[src/design/assert_macros.svh]
// ----------------------------------------------------------------------------
// Assertion macros shared by the design files.
// Each macro expects signals named clk and arst_n in the enclosing scope.
// ----------------------------------------------------------------------------
`ifndef ASSERT_MACROS_SVH
`define ASSERT_MACROS_SVH

// Clocked assertion that is switched off while reset is asserted.
`define ASSERT_CLK(label, prop, msg) \
	label: assert property (@(posedge clk) disable iff (!arst_n) (prop)) \
		else $error(msg);

// Clocked implication, antecedent holds in the same cycle as the consequent.
`define ASSERT_IMPL(label, ante, cons, msg) \
	`ASSERT_CLK(label, (ante) |-> (cons), msg)

`endif

[src/design/u8d_pkg.sv]
// ----------------------------------------------------------------------------
// u8d_pkg
// Shared types, error codes and helper functions for the UTF-8 decoder.
// ----------------------------------------------------------------------------
package u8d_pkg;

	localparam logic [2:0] ERR_NONE      = 3'd0;
	localparam logic [2:0] ERR_INVALID   = 3'd1;
	localparam logic [2:0] ERR_TRUNCATED = 3'd2;
	localparam logic [2:0] ERR_OVERLONG  = 3'd3;
	localparam logic [2:0] ERR_BAD_LEAD  = 3'd4;

	localparam logic [20:0] SURR_LO   = 21'h00d800;
	localparam logic [20:0] SURR_HI   = 21'h00dfff;
	localparam logic [20:0] CP_LIMIT  = 21'h110000;

	// Stage 1 beat: classified window.
	typedef struct packed {
		logic [2:0] len;
		logic       early;
		logic [2:0] early_err;
		logic [7:0] b0;
		logic [7:0] b1;
		logic [7:0] b2;
		logic [7:0] b3;
	} cls_beat_t;

	// Stage 2 beat: assembled code point.
	typedef struct packed {
		logic [2:0]  len;
		logic        early;
		logic [2:0]  early_err;
		logic [20:0] cp;
	} asm_beat_t;

	// Sequence length implied by the lead byte; zero for an illegal lead.
	function automatic logic [2:0] lead_length(input logic [7:0] b);
		logic [2:0] l;
		l = 3'd0;
		if (b[7] == 1'b0) begin
			l = 3'd1;
		end else if (b[7:5] == 3'b110) begin
			l = 3'd2;
		end else if (b[7:4] == 4'b1110) begin
			l = 3'd3;
		end else if (b[7:3] == 5'b11110) begin
			l = 3'd4;
		end
		return l;
	endfunction

	function automatic logic is_cont(input logic [7:0] b);
		return b[7:6] == 2'b10;
	endfunction

	// Smallest code point that may legally use a sequence of this length.
	function automatic logic [20:0] min_for_len(input logic [2:0] l);
		logic [20:0] m;
		case (l)
			3'd2:    m = 21'h000080;
			3'd3:    m = 21'h000800;
			3'd4:    m = 21'h010000;
			default: m = 21'h000000;
		endcase
		return m;
	endfunction

endpackage

[src/design/u8d_classify.sv]
// ----------------------------------------------------------------------------
// u8d_classify
// First stage: sequence length, truncation, continuation and lead checks.
// ----------------------------------------------------------------------------
module u8d_classify (
	input  logic                clk,
	input  logic                arst_n,
	input  logic                in_valid,
	input  logic [7:0]          lead_byte,
	input  logic [7:0]          second_byte,
	input  logic [7:0]          third_byte,
	input  logic [7:0]          fourth_byte,
	input  logic [2:0]          bytes_left,
	output logic                valid_s1,
	output u8d_pkg::cls_beat_t  beat_s1
);
	import u8d_pkg::*;

	logic [2:0] len;
	logic [2:0] left_sat;
	logic       trunc;
	logic       bad_cont;
	cls_beat_t  beat_d;

	always_comb begin
		len      = lead_length(lead_byte);
		left_sat = (bytes_left > 3'd4) ? 3'd4 : bytes_left;
		trunc    = len > left_sat;
		// Only the bytes the sequence needs are checked.
		bad_cont = (len >= 3'd2 && !is_cont(second_byte)) ||
			(len >= 3'd3 && !is_cont(third_byte)) ||
			(len == 3'd4 && !is_cont(fourth_byte));

		beat_d.len       = len;
		beat_d.b0        = lead_byte;
		beat_d.b1        = second_byte;
		beat_d.b2        = third_byte;
		beat_d.b3        = fourth_byte;
		beat_d.early     = trunc || bad_cont || (len == 3'd0);
		if (trunc) begin
			beat_d.early_err = ERR_TRUNCATED;
		end else if (bad_cont) begin
			beat_d.early_err = ERR_INVALID;
		end else if (len == 3'd0) begin
			beat_d.early_err = ERR_BAD_LEAD;
		end else begin
			beat_d.early_err = ERR_NONE;
		end
	end

	always_ff @(posedge clk or negedge arst_n) begin
		if (!arst_n) begin
			valid_s1 <= 1'b0;
		end else begin
			valid_s1 <= in_valid;
		end
	end

	always_ff @(posedge clk) begin
		beat_s1 <= beat_d;
	end

endmodule

[src/design/u8d_assemble.sv]
// ----------------------------------------------------------------------------
// u8d_assemble
// Second stage: builds the code point from the payload bits of the window.
// ----------------------------------------------------------------------------
module u8d_assemble (
	input  logic                clk,
	input  logic                arst_n,
	input  logic                valid_s1,
	input  u8d_pkg::cls_beat_t  beat_s1,
	output logic                valid_s2,
	output u8d_pkg::asm_beat_t  beat_s2
);
	import u8d_pkg::*;

	logic [20:0] cp;
	asm_beat_t   beat_d;

	always_comb begin
		case (beat_s1.len)
			3'd1:    cp = {13'd0, beat_s1.b0};
			3'd2:    cp = {10'd0, beat_s1.b0[4:0], beat_s1.b1[5:0]};
			3'd3:    cp = {5'd0, beat_s1.b0[3:0], beat_s1.b1[5:0], beat_s1.b2[5:0]};
			3'd4:    cp = {beat_s1.b0[2:0], beat_s1.b1[5:0], beat_s1.b2[5:0],
				beat_s1.b3[5:0]};
			default: cp = 21'd0;
		endcase
		// Early errors report a zero code point and a zero length.
		beat_d.early     = beat_s1.early;
		beat_d.early_err = beat_s1.early_err;
		beat_d.len       = beat_s1.early ? 3'd0 : beat_s1.len;
		beat_d.cp        = beat_s1.early ? 21'd0 : cp;
	end

	always_ff @(posedge clk or negedge arst_n) begin
		if (!arst_n) begin
			valid_s2 <= 1'b0;
		end else begin
			valid_s2 <= valid_s1;
		end
	end

	always_ff @(posedge clk) begin
		beat_s2 <= beat_d;
	end

endmodule

[src/design/u8d_check.sv]
// ----------------------------------------------------------------------------
// u8d_check
// Third stage: overlong, surrogate and range checks, then the result register.
// ----------------------------------------------------------------------------
module u8d_check (
	input  logic                clk,
	input  logic                arst_n,
	input  logic                valid_s2,
	input  u8d_pkg::asm_beat_t  beat_s2,
	output logic                valid_s3,
	output logic [20:0]         cp_s3,
	output logic [2:0]          len_s3,
	output logic [2:0]          err_s3
);
	import u8d_pkg::*;

	logic       overlong;
	logic       bad_value;
	logic [2:0] err;

	always_comb begin
		overlong  = beat_s2.cp < min_for_len(beat_s2.len);
		bad_value = (beat_s2.cp inside {[SURR_LO:SURR_HI]}) || (beat_s2.cp >= CP_LIMIT);
		// A bad value outranks an overlong form.
		if (beat_s2.early) begin
			err = beat_s2.early_err;
		end else if (bad_value) begin
			err = ERR_INVALID;
		end else if (overlong) begin
			err = ERR_OVERLONG;
		end else begin
			err = ERR_NONE;
		end
	end

	always_ff @(posedge clk or negedge arst_n) begin
		if (!arst_n) begin
			valid_s3 <= 1'b0;
		end else begin
			valid_s3 <= valid_s2;
		end
	end

	always_ff @(posedge clk) begin
		cp_s3  <= beat_s2.cp;
		len_s3 <= beat_s2.len;
		err_s3 <= err;
	end

endmodule

[src/design/utf8_validating_decoder.sv]
// ----------------------------------------------------------------------------
// utf8_validating_decoder
// Pipeline: a sequence accepted at a clock edge is registered in stage 1,
// then in stage 2, then in the stage 3 result registers that drive the ports,
// where it is marked by done for exactly one cycle.
// Throughput: one sequence per cycle; busy is never raised, since none of
// the three register stages ever stalls.
// Reset: arst_n clears the stage valid bits at once; nothing else is kept.
// ----------------------------------------------------------------------------
module utf8_validating_decoder (
	input  logic        clk,
	input  logic        arst_n,
	input  logic        start,
	output logic        busy,
	input  logic [7:0]  lead_byte,
	input  logic [7:0]  second_byte,
	input  logic [7:0]  third_byte,
	input  logic [7:0]  fourth_byte,
	input  logic [2:0]  bytes_left,
	output logic        done,
	output logic [20:0] code_point,
	output logic [2:0]  seq_length,
	output logic [2:0]  error_code
);
	import u8d_pkg::*;

	// The decode carries no state from one beat to the next, so the pipeline
	// takes a new beat in every cycle and never needs to hold the sender off.
	logic      valid_s1;
	logic      valid_s2;
	cls_beat_t beat_s1;
	asm_beat_t beat_s2;

	assign busy = 1'b0;

	// Stage 1 works out the length from the lead byte and resolves the early
	// errors in their order of precedence: truncation, then a continuation
	// byte of the wrong form, then an illegal lead.
	u8d_classify u_classify (
		.clk         (clk),
		.arst_n      (arst_n),
		.in_valid    (start),
		.lead_byte   (lead_byte),
		.second_byte (second_byte),
		.third_byte  (third_byte),
		.fourth_byte (fourth_byte),
		.bytes_left  (bytes_left),
		.valid_s1    (valid_s1),
		.beat_s1     (beat_s1)
	);

	// Stage 2 strips the marker bits and concatenates the payload bits. An
	// early error forces the code point and the length to zero here.
	u8d_assemble u_assemble (
		.clk      (clk),
		.arst_n   (arst_n),
		.valid_s1 (valid_s1),
		.beat_s1  (beat_s1),
		.valid_s2 (valid_s2),
		.beat_s2  (beat_s2)
	);

	// Stage 3 compares the code point against the minimum for its length and
	// against the surrogate range and the top of the code space; its outputs
	// are the result registers that drive the ports.
	u8d_check u_check (
		.clk      (clk),
		.arst_n   (arst_n),
		.valid_s2 (valid_s2),
		.beat_s2  (beat_s2),
		.valid_s3 (done),
		.cp_s3    (code_point),
		.len_s3   (seq_length),
		.err_s3   (error_code)
	);

	`include "assert_macros.svh"

	// Every result comes from a beat accepted by start that has passed through the three register stages.
	`ASSERT_IMPL(a_done_latency, done, $past(start, 3), "result with no beat three cycles back")
	// A result reported with no length must carry a zero code point.
	`ASSERT_IMPL(a_zero_len_zero_cp, done && (seq_length == 3'd0),
		code_point == 21'd0, "nonzero code point with zero length")
	// A clean result always consumed at least one byte.
	`ASSERT_IMPL(a_clean_has_len, done && (error_code == ERR_NONE),
		(seq_length != 3'd0) && (seq_length <= 3'd4), "clean result with bad length")

endmodule
[config.mk]
export PLATFORM = sky130hd
export DESIGN_NAME = utf8_validating_decoder
export DESIGN_NICKNAME = d
export VERILOG_FILES = /design/src/design/u8d_pkg.sv /design/src/design/u8d_classify.sv /design/src/design/u8d_assemble.sv /design/src/design/u8d_check.sv /design/src/design/utf8_validating_decoder.sv
export VERILOG_INCLUDE_DIRS = /design/src /design/src/design
export SDC_FILE = /design/constraint.sdc
export NUM_CORES = 1
export LEC_CHECK = 0
export BUFFER_PORTS_ARGS = -buffer_cell sky130_fd_sc_hd__clkbuf_2
export CAP_MARGIN = 10
export CORE_UTILIZATION = 52
export DETAILED_ROUTE_END_ITERATION = 8
export GPL_ROUTABILITY_DRIVEN = 0
export PLACE_DENSITY = 0.78
export RECOVER_POWER = 50
export SYNTH_ARGS = -nofsm -noshare
export SYNTH_HDL_FRONTEND = slang
export SYNTH_HIERARCHICAL = 1
export SYNTH_SLANG_ARGS = --single-unit
export TNS_END_PERCENT = 50
[constraint.sdc]
create_clock -name clk -period 1.5 [get_ports clk]
set_input_delay 0.075 -clock clk [delete_from_list [all_inputs] [get_ports clk]]
set_output_delay 0.075 -clock clk [all_outputs]
set_load 0.02 [all_outputs]
==> impl_metrics.toml, run 1 <==
[clock_network]
cts_tree = "done"
cts_buffers = 9
htreeDepth = 3
root_buffer = "clkbuf_8"
clock_sinks = 91
clk_pin_slew_worst_paths_ps = 80
clock_latency_ps = 340
clock_path_buffers = 2

[grt]
grt_max_degree = 17
grt_pass1_wl_mm = 8.756
grt_pass1_vias = 1980
antenna_found_initial = 0
grt_overflow = 0
grtUsageTotal_pct = 21.78

[layout]
drive_gt1_share_pct = 28.61
synthToLayoutAreaGrowth_pct = 33.82
fill_cells = 378
final_cell_area_um2 = 3654
final_nets = 370
insertedDiodeCount = 0

[logic_synthesis]
yosysWarnings = 6
syn_area_per_cell_um2 = 12.24
syn-cell-area_um2 = 2730
syn_nets = 266
syn_inst = 223

[timing]
slew_violations = 0
rsz0062_at_grt = "yes"
post-route-period-util_pct = 100.8
fin_skew_ps = 8.935
fmax_mhz = 661.6
fin_ws_ps = -11.58
finalCriticalPeriod_ps = 1512
setup_viol = 2
final-hold-violation-count = 0

[detailed_routing]
wire_per_inst_um = 13.48
wl_mm = 5.419
first_pass_iters = 4
vias = 1994
routed_via_density = 4.960
detail_route.iter0.violations = 112
drc = 0
final_antenna_net_count = 0

[min_path]
worstHoldPathType = "in2reg"

[placement]
portBuffers = 65
dp_slack_ps = -3.513
placed_cell_area_um2 = 3138
dp_hpwl_mm = 3.545

[setup_path]
start_kind = "flip-flop"
crit_type = "reg2reg"
crit_chain = "or4b_4, nor4_4, o21ai_2, o31ai_2"
cp.required_ps = 1760
critical_path.max_stage_delay_ps = 530
crit_arrival_ps = 1770
slowest_stage = "or4b_4"
worst-path-max-fanout = 4
cp-end-kind = "flip-flop"

[run]
cap_violations = 0

[run_status]
violations = "setup timing"
status = "complete, but fails checks"

[power_and_ir_drop]
p_leak_nw = 1.608
power_density_nw_per_um2 = 1239
p_seq_share_pct = 57.3
pwr-share-clk_pct = 34.2
switching_power_mw = 0.9934
pwr-share-comb_pct = 8.5
power.internal_mw = 3.534
ir_drop_mv = 0.7207
swShare_pct = 21.94

[die]
coreArea_um2 = 5075
io_pins = 67
initial_core_util_pct = 53.80
die_w_um = 74.46
die_area_um2 = 5544
die_y_um = 74.46
num_rows = 26
==> repair_timing <==
action	4_1_cts	5_1_grt
buffers inserted	0	1
resized for setup	0	6
hold buffers	30	0
setup endpoints to repair	0	3
endpoints found under the hold margin	32	0
==> placed cells by master (no fill, tap or decap), drive strengths merged, types with 2 or more instances in the layout <==
master and instances:
dfxtp 88, clkbuf 78, dlygate4sd3 30, a21oi 14
a22oi 13, nor2b 12, nor2 11, a32oi 11
nand2 9, inv 8, o21ai 8, and3 6
buf 6, ha 5, dfrtp 3, clkinv 3
nand3b 2, nand3 2, or4 2, nor3 2
==> stage by stage <==
stage	setup TNS [ps]	hold slack, ps	power [mW]	util (%)	std cells
after floorplan	0	-220.6	2.831	-	223
after global placement	0	-129.1	2.950	61.83	355
after detailed placement	-3.513	-123.8	2.961	61.83	355
after CTS	0	11.71	4.549	71.47	401
after global routing	-83.61	22.18	4.726	71.99	402
final	-19.21	34.03	4.527	71.99	402
==> worst max-delay path, delay by kind of cell (launching register included) <==
kind	cells	cell delay [ps]
AOI/OAI and AO/OA	2	280
and+or+nand+nor	2	820
DFF	1	340
==> per-layer routing <==
layer,global-route usage (%),vias to the layer above,part of all wire (%)
met2,36.04,90,49
met1,24.85,886,41
met5,0,-,0
li1,-,999,-
met4,12.37,0,3.5
met3,6.911,19,6.2
==> registers in the layout (all words and copies together) (netlist names) <==
register / cells
u_classify/beat_s1: 33
u_check/len_s3: 3
u_assemble/beat_s2: 28
u_check/valid_s3: 1
u_check/cp_s3: 21
u_assemble/valid_s2: 1
u_classify/valid_s1: 1
u_check/err_s3: 3
==> final cells by class <==
type	instances	area, µm²	share of cell area [%]
clock buffer	13	148.9	4.075
clock inverter	3	40.04	1.096
inverter	9	33.78	0.9247
multi-input combinational	115	824.5	22.57
sequential	91	1838	50.31
tap	70	87.58	2.397
timing repair buffer	101	680.7	18.63
==> worst paths after layout <==
kind	start	endpoint	slack, ps	cells past startpoint
max	u_assemble/beat_s2[25]	u_check/err_s3[1]	-10	4
min	lead_byte[6]	u_classify/beat_s1[36]	30	3
max reg2reg	u_assemble/beat_s2[25]	u_check/err_s3[1]	-10	4
min reg2reg	u_classify/beat_s1[32]	u_assemble/beat_s2[21]	330	0
max in group asynchronous	arst_n	u_classify/valid_s1	1290	2
min in group asynchronous	arst_n	u_check/valid_s3	60	2
==> power by group through the flow <==
stage	registers, mW	logic, mW	clock network, mW
after floorplan	2.68	0.155	0
after detailed placement	2.65	0.309	0
final	2.60	0.384	1.55
after global placement	2.65	0.301	0
after CTS	2.60	0.369	1.58
after global routing	2.61	0.421	1.69
(Power assumes the default switching activity.)
==> run 2, diff against run 1 <==
- CTS_BUF_LIST: unset -> sky130_fd_sc_hd__clkbuf_16
- HOLD_SLACK_MARGIN: unset -> 0.15
==> run 2 against run 1 <==
- the run now ends clean
- core utilization rose by 2.6 points
- first-iteration DRC count rose by 22%
- clock skew fell by 2.3 ps
- clock power rose by 34%
- highest routed layer unchanged
==> impl_metrics.toml, run 2 (same netlist as run 1, synthesis figures left out) <==
[detailed_routing]
wire_per_inst_um = 13.62
drc = 0
routed_via_density = 5.012
final_antenna_net_count = 0
detail_route.iter0.violations = 137
wl_mm = 5.542
first_pass_iters = 4
vias = 2040

[clock_network]
root_buffer = "clkbuf_16"
htreeDepth = 3
cts_tree = "done"
clock_sinks = 91
cts_buffers = 9
clock_latency_ps = 330
clock_path_buffers = 2
clk_pin_slew_worst_paths_ps = 50

[grt]
grt_max_degree = 17
use_met1_pct = 26.18
use_met2_pct = 38.54
grt_busiest_layer = "met2"
grt_pass1_vias = 2041
antenna_found_initial = 0
grtUsageMet3_pct = 7.453
grt_overflow = 0
grtUsageTotal_pct = 22.91
grt_pass1_wl_mm = 9.197

[layout]
final_nets = 375
layout.cells.most_common = "dfxtp_1"
layout_common_cells = "dfxtp_1, clkbuf_2, dlygate4sd3_1"
reg_top3 = "u_classify/beat_s1: 33 flops, u_assemble/beat_s2: 28 flops, u_check/cp_s3: 21 flops"
regMostFlops = "u_classify/beat_s1"
largest_reg_flops = 33
insertedDiodeCount = 0
drive_gt1_share_pct = 26.71
synthToLayoutAreaGrowth_pct = 38.73
final_cell_area_um2 = 3787

[timing]
fin_ws_ps = 66.18
fin_skew_ps = 6.643
fmax_mhz = 697.4
rsz0062_at_grt = "yes"
tns_ps = 0
post-route-period-util_pct = 95.59
finalCriticalPeriod_ps = 1434
slew_violations = 0
setup_viol = 0
final-hold-violation-count = 0

[die]
die_area_um2 = 5544
die_y_um = 74.46
io_pins = 67
initial_core_util_pct = 53.80
num_rows = 26
die_w_um = 74.46
coreArea_um2 = 5075

[setup_path]
critPathLaunch = "u_assemble/beat_s2[17]"
reg2reg_from = "u_assemble/beat_s2[17]"
rr_worst_depth = 4
start_kind = "flip-flop"
crit_type = "reg2reg"
r2r-end = "u_check/err_s3[0]"
cp-end-kind = "flip-flop"
cp.required_ps = 1750
crit_arrival_ps = 1680
rrSetupSlack_ps = 70
worst-path-max-fanout = 3

[placement]
placed_cell_area_um2 = 3138
dp_hpwl_mm = 3.545
portBuffers = 65
dp_slack_ps = -3.513

[min_path]
holdPathStages = 5
min_from = "bytes_left[2]"
worstHoldPathType = "in2reg"
hold_path_end = "u_classify/beat_s1[35]"

[power_and_ir_drop]
p_leak_nw = 1.668
power_density_nw_per_um2 = 1336
ir_drop_mv = 0.6947

[run_status]
status = "finished, final reports clean"

[run]
cap_violations = 0
-- run 2: changes by cell type in the layout (fill, tap and decap cells not counted), sizes merged --
cell         before  now
clkbuf           78   74
clkinv            3    4
inv               8   11
buf               6    5
dlygate4sd3      30   36
-- run 2: final cells by class --
type                    count  area, µm²
multi-input cells         115      819.5
fillers                   362       1287
clock buffers               9      225.2
clock inverters             7      55.05
well taps                  70      87.58
inverters                   9      33.78
flip-flops and latches     91       1837
repair buffers            106      729.5
-- run 2: critical path: stages, from the launching register on --
cell,delay [ps]
dfxtp_1,320
or4_4,550
nor4b_4,310
o21ai_1,110
o21ai_0,70
-- run 2: power breakdown --
group	switching, mW	internal (mW)	total, mW
clock network	0.807	1.26	2.07
registers	0.0593	2.54	2.60
logic	0.202	0.193	0.395
-- run 2: repair_timing --
action	in CTS	in global routing
resized for setup	0	5
hold endpoints to repair	36	1
hold buffers	36	1
endpoints found under the setup margin	0	7
setup buffers	0	0
-- run 2: worst max-delay path by stage --
stage	to	slack [ps]	depth (start not counted)
floorplan	u_check/err_s3[0]	150	4
global placement	u_classify/beat_s1[32]	80	9
detailed placement	u_classify/beat_s1[32]	-4	9
CTS	u_check/err_s3[1]	30	4
global route	u_check/err_s3[1]	-50	4
finish	u_check/err_s3[0]	70	4
-- run 2: layer usage --
| metal | vias up | part of all wire [%] | routed length, µm |
|---|---|---|---|
| met2 | 87 | 51 | 2844 |
| met4 | 0 | 2.5 | 136 |
| met1 | 931 | 40 | 2226 |
| met3 | 13 | 6.0 | 334 |
| li1 | 1009 | - | - |
| met5 | - | 0 | 0 |
-- run 2: stage by stage --
stage          hold slack (ps)  power, mW  instances  util (%)
2_1_floorplan           -220.6      2.831        223         -
3_3_place_gp            -129.1      2.950        355     61.83
3_5_place_dp            -123.8      2.961        355     61.83
4_1_cts                  236.5      5.086        407     74.46
5_1_grt                  323.8      5.285        407     74.63
6_report                 268.1      5.060        407     74.63
==> run 3, diff against run 2 <==
- ABC_AREA: unset -> 1
- CORE_UTILIZATION: 52 -> 51
- PLACE_DENSITY: 0.78 -> 0.77
- SLEW_MARGIN: unset -> 20
- SYNTH_HIERARCHICAL: 1 -> unset
==> run 3 against run 2 <==
- setup slack better by 47 ps
- routed wire length down 4.1%
- worst hold slack got worse by 100 ps
- critical endpoint is now u_classify.beat_s1[34]
- clock skew down 2.6 ps
==> impl_metrics.toml, run 3 <==
[timing]
slew_violations = 0
finalCriticalPeriod_ps = 1387
rsz0062_at_grt = "no"
tns_ps = 0
fmax_mhz = 721.2
fin_skew_ps = 4.031
post-route-period-util_pct = 92.44
final-hold-violation-count = 0
fin_ws_ps = 113.4
setup_viol = 0

[logic_synthesis]
syn_inst = 285
syn_nets = 328
syn_area_per_cell_um2 = 9.694
synth_top_cell_area_share_pct = 63.77
yosys.cell_count.top_type = "dfxtp_1"
synth.distinct_cells = 24
seq_area_frac_synth_pct = 66.49
synth_common_cells = "dfxtp_1, inv_1, nor2_1"
syn-cell-area_um2 = 2763
async_flop_share_pct = 3.297
synth_flop_cell = "dfxtp_1"
yosysWarnings = 0
synth.area.top_cells = "dfxtp_1, inv_1, nor2_1"
synth_edf_count = 0
synth_seq_cells = 91
synth_top_area_cell = "dfxtp_1"

[power_and_ir_drop]
ir_drop_mv = 0.8972
power_density_nw_per_um2 = 1358
p_seq_share_pct = 50.6
swShare_pct = 22.01
pwr-share-comb_pct = 8.2
pwr-share-clk_pct = 41.2
power.internal_mw = 4.007
p_leak_nw = 1.877
switching_power_mw = 1.131

[setup_path]
cp.required_ps = 1760
crit_arrival_ps = 1650
cp-end-kind = "flip-flop"
start_kind = "input pin"
rrSetupSlack_ps = 210
worst-path-max-fanout = 3
crit_type = "in2reg"

[detailed_routing]
wl_mm = 5.313
vias = 2107
first_pass_iters = 4
final_antenna_net_count = 0
detail_route.iter0.violations = 69
drc = 0
wire_per_inst_um = 11.38
routed_via_density = 4.512

[die]
initial_core_util_pct = 53.41
io_pins = 67
num_rows = 26
die_area_um2 = 5715
die_y_um = 75.60
die_w_um = 75.60
coreArea_um2 = 5172

[run]
cap_violations = 0

[clock_network]
clock_sinks = 91
cts_buffers = 9
cts_tree = "done"
clock_path_buffers = 2
cts_setup_buffers = 0
htreeDepth = 3
clk_pin_slew_worst_paths_ps = 60
clock_latency_ps = 330
root_buffer = "clkbuf_16"

[layout]
reg_top3 = "u_classify.beat_s1: 33 flops, u_assemble.beat_s2: 28 flops, u_check.cp_s3: 21 flops"
layout_common_cells = "dfxtp_1, clkbuf_2, inv_1"
synthToLayoutAreaGrowth_pct = 36.91
seq_area_um2 = 1837
insertedDiodeCount = 0
multi_input_area_um2 = 674.4
fill_cells = 377
drive_gt1_share_pct = 20.15
final_nets = 435
regMostFlops = "u_classify.beat_s1"
layout.cells.most_common = "dfxtp_1"
largest_reg_flops = 33

[min_path]
worstHoldPathType = "in2reg"

[run_status]
status = "finished, final reports clean"

[grt]
grt_max_degree = 22
grt_pass1_vias = 1962
antenna_found_initial = 0
grtUsageTotal_pct = 21.62
grt_overflow = 0
grt_pass1_wl_mm = 8.811

[placement]
dp_slack_ps = 6.828
portBuffers = 65
dp_hpwl_mm = 3.292
## run 3: kinds of logic (layout without fill, tap and decap cells)
family | Yosys count | in the layout | synth area share [%]
compound gates | 34 | 34 | 7.337
fa+ha+maj | 5 | 5 | 2.264
buf+inv | 64 | 176 | 9.375
flops | 91 | 91 | 66.49
other cells | 1 | 1 | 0.1357
simple gates | 90 | 90 | 14.40
## run 3: power groups by stage
stage / sequential, mW / combinational [mW] / clock (mW)
after floorplan: 2.69 / 0.168 / 0
after global placement: 2.65 / 0.334 / 0
after detailed placement: 2.65 / 0.341 / 0
after CTS: 2.60 / 0.411 / 2.13
after global routing: 2.61 / 0.467 / 2.27
final: 2.60 / 0.420 / 2.12
## run 3: area by class of cell
| cell class | count | area share (%) |
|---|---|---|
| inverter | 58 | 5.756 |
| timing repair buffer | 102 | 18.00 |
| clock buffer | 9 | 5.954 |
| sequential | 91 | 48.56 |
| multi-input combinational | 130 | 17.83 |
| clock inverter | 7 | 1.588 |
| tap | 70 | 2.316 |
## run 3: timing repair
item / CTS / global route
resized for setup: 0 / 2
hold endpoints to repair: 36 / 0
hold buffers: 34 / 0
setup endpoints to repair: 0 / 3
## run 3: critical path, cell delays in order
cell,delay (ps)
clkbuf_1,90
dlygate4sd3_1,600
nand2_1,100
inv_1,50
ha_1,290
nand3_1,70
o21ai_1,150
nand3_1,120
nor2_1,100
## run 3: metal layers
metal  routed length (µm)  track usage (%)  part of all wire (%)  up-vias
li1                     -                -                     -     1098
met1                 2261            24.64                    43      918
met2                 2639            36.71                    50       78
met3                  285            7.143                   5.4       13
met4                  127            10.29                   2.4        0
met5                    0                0                     0        -
## run 3: path summary, 6_finish.rpt
kind                                        startpoint                endpoint  cells after the start
worst max-delay path                      lead_byte[7]  u_classify.beat_s1[34]                      9
worst min-delay path                    second_byte[6]  u_classify.beat_s1[35]                      5
worst max register to register  u_assemble.beat_s2[26]       u_check.err_s3[0]                      9
worst min register to register   u_assemble.beat_s2[3]        u_check.cp_s3[3]                      0
max in group asynchronous                       arst_n     u_assemble.valid_s2                      3
min in group asynchronous                       arst_n        u_check.valid_s3                      3
## run 3: per-stage QoR
step	cell area, µm²	util [%]	instances	hold slack (ps)	power (mW)
floorplan	2763	-	285	-220.6	2.857
global placement	3157	61.03	417	-127.5	2.986
detailed placement	3157	61.03	417	-125.0	2.994
CTS	3782	73.13	467	159.0	5.145
global route	3782	73.13	467	213.9	5.353
finish	3782	73.13	467	167.0	5.137
